### src/hw/rtl/trs_pkg.sv
// Types, constants and the step table of the hierarchy point transform core.
// No dependencies.
package trs_pkg;

  localparam int POS_FRAC_BITS = 24;
  localparam int PT_W  = 48;
  localparam int Q_W   = 32;
  localparam int LIM_W = 23;
  localparam int OPA_W = 56;
  localparam int ACC_W = 64;

  localparam logic signed [Q_W-1:0] QUAT_ONE = 32'sh4000_0000;
  localparam logic [LIM_W-1:0] LIMIT_RESET = 23'd1000000;

  localparam logic signed [ACC_W-1:0] P48_MAX = 64'sh0000_7FFF_FFFF_FFFF;
  localparam logic signed [ACC_W-1:0] P48_MIN = 64'shFFFF_8000_0000_0000;
  localparam logic signed [ACC_W-1:0] Q32_MAX = 64'sh0000_0000_7FFF_FFFF;
  localparam logic signed [ACC_W-1:0] Q32_MIN = 64'shFFFF_FFFF_8000_0000;

  localparam logic CMD_START = 1'b0;
  localparam logic CMD_XFORM = 1'b1;

  localparam logic [0:0] REG_LIMIT_ADDR = 1'b0;

  localparam logic [3:0] A_PT0 = 4'd0;
  localparam logic [3:0] A_PT1 = 4'd1;
  localparam logic [3:0] A_PT2 = 4'd2;
  localparam logic [3:0] A_P0  = 4'd3;
  localparam logic [3:0] A_P1  = 4'd4;
  localparam logic [3:0] A_P2  = 4'd5;
  localparam logic [3:0] A_UV0 = 4'd6;
  localparam logic [3:0] A_UV1 = 4'd7;
  localparam logic [3:0] A_UV2 = 4'd8;
  localparam logic [3:0] A_Q0  = 4'd9;
  localparam logic [3:0] A_Q1  = 4'd10;
  localparam logic [3:0] A_Q2  = 4'd11;
  localparam logic [3:0] A_Q3  = 4'd12;

  localparam logic [3:0] B_S0 = 4'd0;
  localparam logic [3:0] B_S1 = 4'd1;
  localparam logic [3:0] B_S2 = 4'd2;
  localparam logic [3:0] B_Q0 = 4'd3;
  localparam logic [3:0] B_Q1 = 4'd4;
  localparam logic [3:0] B_Q2 = 4'd5;
  localparam logic [3:0] B_Q3 = 4'd6;
  localparam logic [3:0] B_C0 = 4'd7;
  localparam logic [3:0] B_C1 = 4'd8;
  localparam logic [3:0] B_C2 = 4'd9;
  localparam logic [3:0] B_C3 = 4'd10;

  localparam logic [2:0] DST_NONE = 3'd0;
  localparam logic [2:0] DST_P    = 3'd1;
  localparam logic [2:0] DST_UV   = 3'd2;
  localparam logic [2:0] DST_UUV  = 3'd3;
  localparam logic [2:0] DST_PT   = 3'd4;
  localparam logic [2:0] DST_R    = 3'd5;

  localparam int NUM_STEPS = 34;
  localparam int STEP_W    = 6;

  typedef struct packed {
    logic              command;
    logic signed [47:0] trans_x;
    logic signed [47:0] trans_y;
    logic signed [47:0] trans_z;
    logic signed [31:0] quat_w;
    logic signed [31:0] quat_x;
    logic signed [31:0] quat_y;
    logic signed [31:0] quat_z;
    logic signed [31:0] scale_x;
    logic signed [31:0] scale_y;
    logic signed [31:0] scale_z;
    logic              last;
  } item_t;

  typedef struct packed {
    logic signed [47:0] world_x;
    logic signed [47:0] world_y;
    logic signed [47:0] world_z;
    logic signed [31:0] rot_w;
    logic signed [31:0] rot_x;
    logic signed [31:0] rot_y;
    logic signed [31:0] rot_z;
    logic              abnormal;
  } result_t;

  typedef struct packed {
    logic [3:0] asel;
    logic [3:0] bsel;
    logic       sh24;
    logic       sub;
    logic       first;
    logic [2:0] dst;
    logic [1:0] didx;
  } uop_t;

  typedef struct packed {
    logic                    start;
    logic                    sh24;
    logic signed [OPA_W-1:0] a;
    logic signed [Q_W-1:0]   b;
  } mul_req_t;

  typedef struct packed {
    logic                    done;
    logic signed [ACC_W-1:0] m;
  } mul_rsp_t;

  function automatic uop_t mk(input logic [3:0] a, input logic [3:0] b, input logic sh,
                              input logic sub, input logic first, input logic [2:0] dst,
                              input logic [1:0] didx);
    uop_t u;
    u.asel  = a;
    u.bsel  = b;
    u.sh24  = sh;
    u.sub   = sub;
    u.first = first;
    u.dst   = dst;
    u.didx  = didx;
    return u;
  endfunction

  function automatic uop_t uop_at(input logic [STEP_W-1:0] idx);
    uop_t u;
    case (idx)
      6'd0:  u = mk(A_PT0, B_S0, 1'b1, 1'b0, 1'b1, DST_P,    2'd0);
      6'd1:  u = mk(A_PT1, B_S1, 1'b1, 1'b0, 1'b1, DST_P,    2'd1);
      6'd2:  u = mk(A_PT2, B_S2, 1'b1, 1'b0, 1'b1, DST_P,    2'd2);
      6'd3:  u = mk(A_P2,  B_Q2, 1'b0, 1'b0, 1'b1, DST_NONE, 2'd0);
      6'd4:  u = mk(A_P1,  B_Q3, 1'b0, 1'b1, 1'b0, DST_UV,   2'd0);
      6'd5:  u = mk(A_P0,  B_Q3, 1'b0, 1'b0, 1'b1, DST_NONE, 2'd0);
      6'd6:  u = mk(A_P2,  B_Q1, 1'b0, 1'b1, 1'b0, DST_UV,   2'd1);
      6'd7:  u = mk(A_P1,  B_Q1, 1'b0, 1'b0, 1'b1, DST_NONE, 2'd0);
      6'd8:  u = mk(A_P0,  B_Q2, 1'b0, 1'b1, 1'b0, DST_UV,   2'd2);
      6'd9:  u = mk(A_UV2, B_Q2, 1'b0, 1'b0, 1'b1, DST_NONE, 2'd0);
      6'd10: u = mk(A_UV1, B_Q3, 1'b0, 1'b1, 1'b0, DST_UUV,  2'd0);
      6'd11: u = mk(A_UV0, B_Q3, 1'b0, 1'b0, 1'b1, DST_NONE, 2'd0);
      6'd12: u = mk(A_UV2, B_Q1, 1'b0, 1'b1, 1'b0, DST_UUV,  2'd1);
      6'd13: u = mk(A_UV1, B_Q1, 1'b0, 1'b0, 1'b1, DST_NONE, 2'd0);
      6'd14: u = mk(A_UV0, B_Q2, 1'b0, 1'b1, 1'b0, DST_UUV,  2'd2);
      6'd15: u = mk(A_UV0, B_Q0, 1'b0, 1'b0, 1'b1, DST_PT,   2'd0);
      6'd16: u = mk(A_UV1, B_Q0, 1'b0, 1'b0, 1'b1, DST_PT,   2'd1);
      6'd17: u = mk(A_UV2, B_Q0, 1'b0, 1'b0, 1'b1, DST_PT,   2'd2);
      6'd18: u = mk(A_Q0,  B_C0, 1'b0, 1'b0, 1'b1, DST_NONE, 2'd0);
      6'd19: u = mk(A_Q1,  B_C1, 1'b0, 1'b1, 1'b0, DST_NONE, 2'd0);
      6'd20: u = mk(A_Q2,  B_C2, 1'b0, 1'b1, 1'b0, DST_NONE, 2'd0);
      6'd21: u = mk(A_Q3,  B_C3, 1'b0, 1'b1, 1'b0, DST_R,    2'd0);
      6'd22: u = mk(A_Q0,  B_C1, 1'b0, 1'b0, 1'b1, DST_NONE, 2'd0);
      6'd23: u = mk(A_Q1,  B_C0, 1'b0, 1'b0, 1'b0, DST_NONE, 2'd0);
      6'd24: u = mk(A_Q2,  B_C3, 1'b0, 1'b0, 1'b0, DST_NONE, 2'd0);
      6'd25: u = mk(A_Q3,  B_C2, 1'b0, 1'b1, 1'b0, DST_R,    2'd1);
      6'd26: u = mk(A_Q0,  B_C2, 1'b0, 1'b0, 1'b1, DST_NONE, 2'd0);
      6'd27: u = mk(A_Q1,  B_C3, 1'b0, 1'b1, 1'b0, DST_NONE, 2'd0);
      6'd28: u = mk(A_Q2,  B_C0, 1'b0, 1'b0, 1'b0, DST_NONE, 2'd0);
      6'd29: u = mk(A_Q3,  B_C1, 1'b0, 1'b0, 1'b0, DST_R,    2'd2);
      6'd30: u = mk(A_Q0,  B_C3, 1'b0, 1'b0, 1'b1, DST_NONE, 2'd0);
      6'd31: u = mk(A_Q1,  B_C2, 1'b0, 1'b0, 1'b0, DST_NONE, 2'd0);
      6'd32: u = mk(A_Q2,  B_C1, 1'b0, 1'b1, 1'b0, DST_NONE, 2'd0);
      6'd33: u = mk(A_Q3,  B_C0, 1'b0, 1'b0, 1'b0, DST_R,    2'd3);
      default: u = mk(A_PT0, B_S0, 1'b0, 1'b0, 1'b1, DST_NONE, 2'd0);
    endcase
    return u;
  endfunction

  // {overflow, value}
  function automatic logic [PT_W:0] sat48(input logic signed [ACC_W-1:0] x);
    logic [PT_W:0] r;
    if (x > P48_MAX) begin
      r = {1'b1, P48_MAX[PT_W-1:0]};
    end else if (x < P48_MIN) begin
      r = {1'b1, P48_MIN[PT_W-1:0]};
    end else begin
      r = {1'b0, x[PT_W-1:0]};
    end
    return r;
  endfunction

  function automatic logic [Q_W:0] sat32(input logic signed [ACC_W-1:0] x);
    logic [Q_W:0] r;
    if (x > Q32_MAX) begin
      r = {1'b1, Q32_MAX[Q_W-1:0]};
    end else if (x < Q32_MIN) begin
      r = {1'b1, Q32_MIN[Q_W-1:0]};
    end else begin
      r = {1'b0, x[Q_W-1:0]};
    end
    return r;
  endfunction

  function automatic logic [ACC_W-1:0] mag64(input logic signed [ACC_W-1:0] x);
    logic [ACC_W-1:0] r;
    r = x[ACC_W-1] ? ACC_W'(-x) : ACC_W'(x);
    return r;
  endfunction

endpackage

### src/hw/rtl/trs_regs.sv
// Configuration register file: the abnormal limit behind an APB-style port.
// Depends on trs_pkg.
module trs_regs (
  input  logic                       clk,
  input  logic                       rst,
  input  logic                       psel,
  input  logic                       penable,
  input  logic                       pwrite,
  input  logic [0:0]                 paddr,
  input  logic [31:0]                pwdata,
  output logic [31:0]                prdata,
  output logic                       pready,
  output logic [trs_pkg::LIM_W-1:0]  limit
);
  import trs_pkg::*;

  always_ff @(posedge clk) begin
    if (rst) begin
      limit <= LIMIT_RESET;
    end else if (psel && penable && pwrite && paddr == REG_LIMIT_ADDR) begin
      limit <= pwdata[LIM_W-1:0];
    end
  end

  assign prdata = (paddr == REG_LIMIT_ADDR) ? {{(32-LIM_W){1'b0}}, limit} : 32'd0;
  assign pready = 1'b1;

endmodule

### config.mk
export PLATFORM = sky130hd
export DESIGN_NAME = trs_regs
export DESIGN_NICKNAME = d
export VERILOG_FILES = /design/src/hw/rtl/trs_pkg.sv /design/src/hw/rtl/trs_regs.sv
export SDC_FILE = /design/constraint.sdc
export NUM_CORES = 1
export LEC_CHECK = 0
export BUFFER_PORTS_ARGS = -buffer_cell sky130_fd_sc_hd__buf_2
export CAP_MARGIN = 25
export CORE_ASPECT_RATIO = 0.75
export CORE_UTILIZATION = 43
export CTS_CLUSTER_SIZE = 25
export DETAILED_ROUTE_END_ITERATION = 7
export GPL_TIMING_DRIVEN = 0
export PLACE_DENSITY = 0.85
export SETUP_SLACK_MARGIN = 0.02
export SKIP_LAST_GASP = 1
export SLEW_MARGIN = 20
export SYNTH_ARGS = -nofsm -noshare
export SYNTH_HDL_FRONTEND = slang
export SYNTH_SLANG_ARGS = --single-unit
### constraint.sdc
create_clock -name clk -period 1.57 [get_ports clk]
set_input_delay 0.157 -clock clk [delete_from_list [all_inputs] [get_ports clk]]
set_output_delay 0.157 -clock clk [all_outputs]
set_load 0.01 [all_outputs]
Word-level counts from Yosys, hierarchy flattened
Index checks and enable logic that the tools add are counted.
{"block": "op_classes", "n_addsub": 0, "multipliers": 0, "div_mod_pow": 0, "order_cmp": 0, "eq_ne": 0, "shifts": 0, "mux": 1, "bitwise_logic": 1, "reduce_logical": 3}
{"cell": "$mux W23", "count": 1}
{"cell": "$logic_and A1 B1 Y1", "count": 3}
{"cell": "$not A1 Y1", "count": 1}
{"block": "totals", "regBits": 23, "latch_bits": 0, "mem_bits_rw": 0, "rom_bits": 0, "input_bits": 38, "output_inout_bits": 56, "wordCells": 6, "memories": 0}

Depth between registers and ports, before layout
{"block": "logic_depth", "depth_word": 3, "ltp_mapped": 4, "mapped_depth_nobuf": 2}

Least setup slack after synthesis
Ideal clock, no wire load.
{"block": "synth_path", "path_type": "in2reg", "startpoint": "input port paddr", "endpoint": "register limit[14] (netlist name)", "setup_ns": 0.072, "t_arrival_ns": 0.817, "setup_slack_ns": 0.682, "path_stages": 4, "n_path_buf": 2, "path_cell_list": "and4b_1 buf_6 buf_12 mux2i_1"}
{"block": "synth_between", "elab_chain_len": 2}
{"item": "start, declared", "line": "trs_regs.sv:9", "source": "input logic [0:0] paddr,"}
{"item": "$not A1 Y1"}
{"item": "$logic_and A1 B1 Y1", "line": "trs_regs.sv:20", "source": "end else if (psel && penable && pwrite && paddr == REG_LIMIT_ADDR) begin"}
{"item": "end signal, assigned", "line": "trs_regs.sv:21", "source": "limit <= pwdata[LIM_W-1:0];"}
{"item": "end, declared", "line": "trs_regs.sv:13", "source": "output logic [trs_pkg::LIM_W-1:0] limit"}
Every way passes these cells.
A chain may end at the register's enable or synchronous reset.

Worst setup path after layout
{"block": "layout_path", "startpoint": "register limit[20] (netlist name)", "endpoint": "output port prdata[20]"}
{"block": "layout_between", "elab_chain_len": 1}
{"item": "$mux W23", "line": "trs_regs.sv:25", "source": "assign prdata = (paddr == REG_LIMIT_ADDR) ? {{(32-LIM_W){1'b0}}, limit} : 32'd0;"}
{"item": "end, declared", "line": "trs_regs.sv:11", "source": "output logic [31:0] prdata,"}
Every way passes these cells.

==> impl_metrics.csv <==
group,metric,value,unit
placement,placement.io_buffers,73,
synthesis,syn_inst,138,
grt,grt.total_usage,17.5,%
power_and_ir_drop,powerDensity,667,nW/um^2
floorplanning,ioPinCount,94,
route,route.vias.total,1128,
setup_path,rr_endpoint,"limit[19]",
synthesis,synth_area_per_cell,9.18,um^2
status,result_of_the_run,"completed",
cts,tritoncts,"done",
synthesis,register_bit_total_from_synthesis,23,
setup_path,arrival,0.91,ns
route,drt_antenna_net_count,0,
cts,cts_buffer_depth,2,
floorplanning,floorplan.die_area,3170,um^2
layout,filler_cell_count,243,
cts,number_of_buffers_created_by_cts,3,
layout,final-instance-count-excl-fill,259,
timing,grt_setup_unrepaired,"no",
timing,post-route-worst-setup-slack,0.502,ns
layout,layout-drive-gt1-share,41.7,%
min_path,timing.hold.worst.start,"pwdata[20]",
layout,post_route_standard_cell_area_excluding_fillers,1750,um^2
synthesis,synthXorXnorAreaFrac,0,%
route,number_of_violations_reported_at_the_end_of_detailed_routing_iteration_0,33,
timing,hold_violations,0,
cts,clock_tree.root_cell,"sky130_fd_sc_hd__clkbuf_8",
synthesis,synth.top_cell.area_share,36.4,%
cts,tritoncts_num_sinks,23,
layout,diodes,0,
layout,flip_flop_count_of_the_largest_register_after_layout,23,
synthesis,synth_fa_ha_area_share,0,%
setup_path,critPathMaxFanout,3,
setup_path,critPathCaptureType,"primary output",
cts,cts_htree_levels,1,
layout,areaGrowthSynthToFinish,38.3,%
synthesis,synth_top_cells_by_area,"sky130_fd_sc_hd__dfxtp_1, sky130_fd_sc_hd__mux2i_1, sky130_fd_sc_hd__nand2b_1",
placement,finalWeightedCongestion,0.726,
timing,finClkSkew,0,ns
cts,post_cts.resized_instances,0,
layout,largest_registers,"limit: 23 flops",
min_path,min_path_type,"in -> reg",
floorplanning,die_height,49.0,um
synthesis,synth_top_family_by_area,"simple AND/OR/NAND/NOR gates",
synthesis,yosys_warn_count,0,
setup_path,reg2reg_setup_slack,0.94,ns
placement,placement.setup.worst_slack,0.455,ns
route,vias_per_cell,4.36,
grt,wire_length_of_the_first_global_routing_pass,4.30,mm
placement,dp.final_hpwl,2.16,mm
synthesis,synth_sequential_area_ratio,36.4,%
cts,postCtsSetupBuffers,0,
setup_path,worstReg2RegStart,"limit[19]",
grt,grt_start_max_net_pins,13,
placement,detailed_place.area,1710,um^2
min_path,min_delay_path_depth,3,
setup_path,reg2regPathDepth,2,
power_and_ir_drop,ir_worst_vdd,0.496,mV
setup_path,worstPathRequired,1.41,ns
floorplanning,std_cell_rows,16,
route,total_wire_length,2.79,mm
floorplanning,floorplan.initialDensity,46.9,%
min_path,sink_of_the_worst_hold_path,"limit[20]",
layout,regMostFlops,"limit",
timing,timing_max_transition_violations_final,0,
grt,first_global_vias,980,
timing,post-route-min-period,1.07,ns
timing,clock.fmax,936,MHz
run,maxCapViolations,0,
timing,fin_setup_tns,0,ns
cts,clock_insertion_delay_worst_skew,0.26,ns
setup_path,timing.critical_path.from_type,"flip-flop",
timing,min_period_over_period,68.1,%
grt,overflow,0,
setup_path,worstSetupPathType,"reg -> out",
route,drtPass1Iterations,4,
synthesis,synth.mux.area_fraction,18.2,%
route,routed_wire_length_per_instance,10.8,um
cts,cts_hold_repair.buffers,0,
placement,dpl.cell_count,255,
setup_path,crit_path_start,"limit[20]",
synthesis,ys_types,13,
timing,setup_viol,0,
synthesis,synth_simple_gate_area_share,32.7,%
cts,clkTransAtPathRegs,0.08,ns
layout,finish.utilization,64.8,%
layout,multiInputGateArea,682,um^2
layout,combined_flip_flop_and_latch_cell_area,460,um^2
floorplanning,floorplan.die.width,64.7,um
floorplanning,placeable_core_region,2700,um^2
power_and_ir_drop,static-leakage-power,0.854,nW
layout,fin_nets,262,
synthesis,synth_compound_gate_area_share,0,%
route,route.detailed.drc,0,
grt,antenna_found_initial,0,
synthesis,syn-cell-area,1270,um^2
synthesis,synth_largest_area_cell,"sky130_fd_sc_hd__dfxtp_1",
## layout make-up
| class | instances | share of cell area, % |
|---|---|---|
| multi-input combinational | 103 | 38.9 |
| sequential | 23 | 26.3 |
| timing repair buffer | 73 | 20.9 |
| buffer | 20 | 8.79 |
| clock buffer | 4 | 2.57 |
| tap | 36 | 2.57 |
## per-layer routing
metal / part of all wire, % / track usage, % / wire length [um] / up-vias
met1: 47 / 21.9 / 1310 / 500
met2: 45 / 29.3 / 1260 / 48
li1: - / - / - / 578
met5: 0 / 0 / 0 / -
met3: 7.3 / 4.91 / 203 / 2
met4: 0.61 / 4.44 / 17 / 0
## worst max-delay path by stage
stage	endpoint	slack (ns)	cells after the start
floorplan	limit[14]	0.68	4
global placement	limit[4]	0.46	5
detailed placement	limit[10]	0.45	5
CTS	prdata[12]	0.48	4
global route	prdata[12]	0.41	4
finish	prdata[20]	0.50	2
## Yosys cell counts
master                     number
sky130_fd_sc_hd__and2b_2        3
sky130_fd_sc_hd__and4b_1        1
sky130_fd_sc_hd__buf_12         2
sky130_fd_sc_hd__buf_2          1
sky130_fd_sc_hd__buf_4         10
sky130_fd_sc_hd__buf_6          1
sky130_fd_sc_hd__clkbuf_1       6
sky130_fd_sc_hd__conb_1         2
sky130_fd_sc_hd__dfxtp_1       23
sky130_fd_sc_hd__mux2i_1       23
sky130_fd_sc_hd__nand2b_1      32
sky130_fd_sc_hd__nor2_1        14
sky130_fd_sc_hd__nor2b_1       20
## report_power, final
group | internal (mW) | switching (mW) | leakage, nW | total (mW)
Combinational | 0.106 | 0.0953 | 0.645 | 0.202
Clock | 0.181 | 0.181 | 0.0228 | 0.362
Sequential | 0.596 | 0.00896 | 0.186 | 0.605
Total | 0.883 | 0.285 | 0.854 | 1.17
## placed cells by master, fill, tap and decap left out
cell,n
sky130_fd_sc_hd__nor2_1,14
sky130_fd_sc_hd__mux2i_1,23
sky130_fd_sc_hd__clkbuf_8,3
sky130_fd_sc_hd__nand2b_1,32
sky130_fd_sc_hd__dfxtp_1,23
sky130_fd_sc_hd__and4b_1,1
sky130_fd_sc_hd__conb_1,10
sky130_fd_sc_hd__buf_6,1
sky130_fd_sc_hd__buf_2,74
sky130_fd_sc_hd__and2b_2,3
sky130_fd_sc_hd__nor2b_1,20
sky130_fd_sc_hd__buf_4,10
sky130_fd_sc_hd__clkbuf_1,7
sky130_fd_sc_hd__buf_12,2
## metrics by stage
step / hold WS [ns] / power [mW]
after floorplan: 0.312 / 0.744
after global placement: 0.409 / 0.818
after detailed placement: 0.426 / 0.820
after CTS: 0.148 / 1.18
after global routing: 0.144 / 1.23
final: 0.151 / 1.17
## cell families (layout without fill, tap and decap cells)
group                  Yosys count  in the layout
AND/OR/NAND/NOR                 70             70
multiplexers                    23             23
flip-flops                      23             23
buffers and inverters           20             97
other                            2             10
## critical path: stages, from the launching register on
cell and delay (ns):
sky130_fd_sc_hd__dfxtp_1 0.33, sky130_fd_sc_hd__and2b_2 0.19, sky130_fd_sc_hd__buf_2 0.13
(Power assumes the default switching activity.)
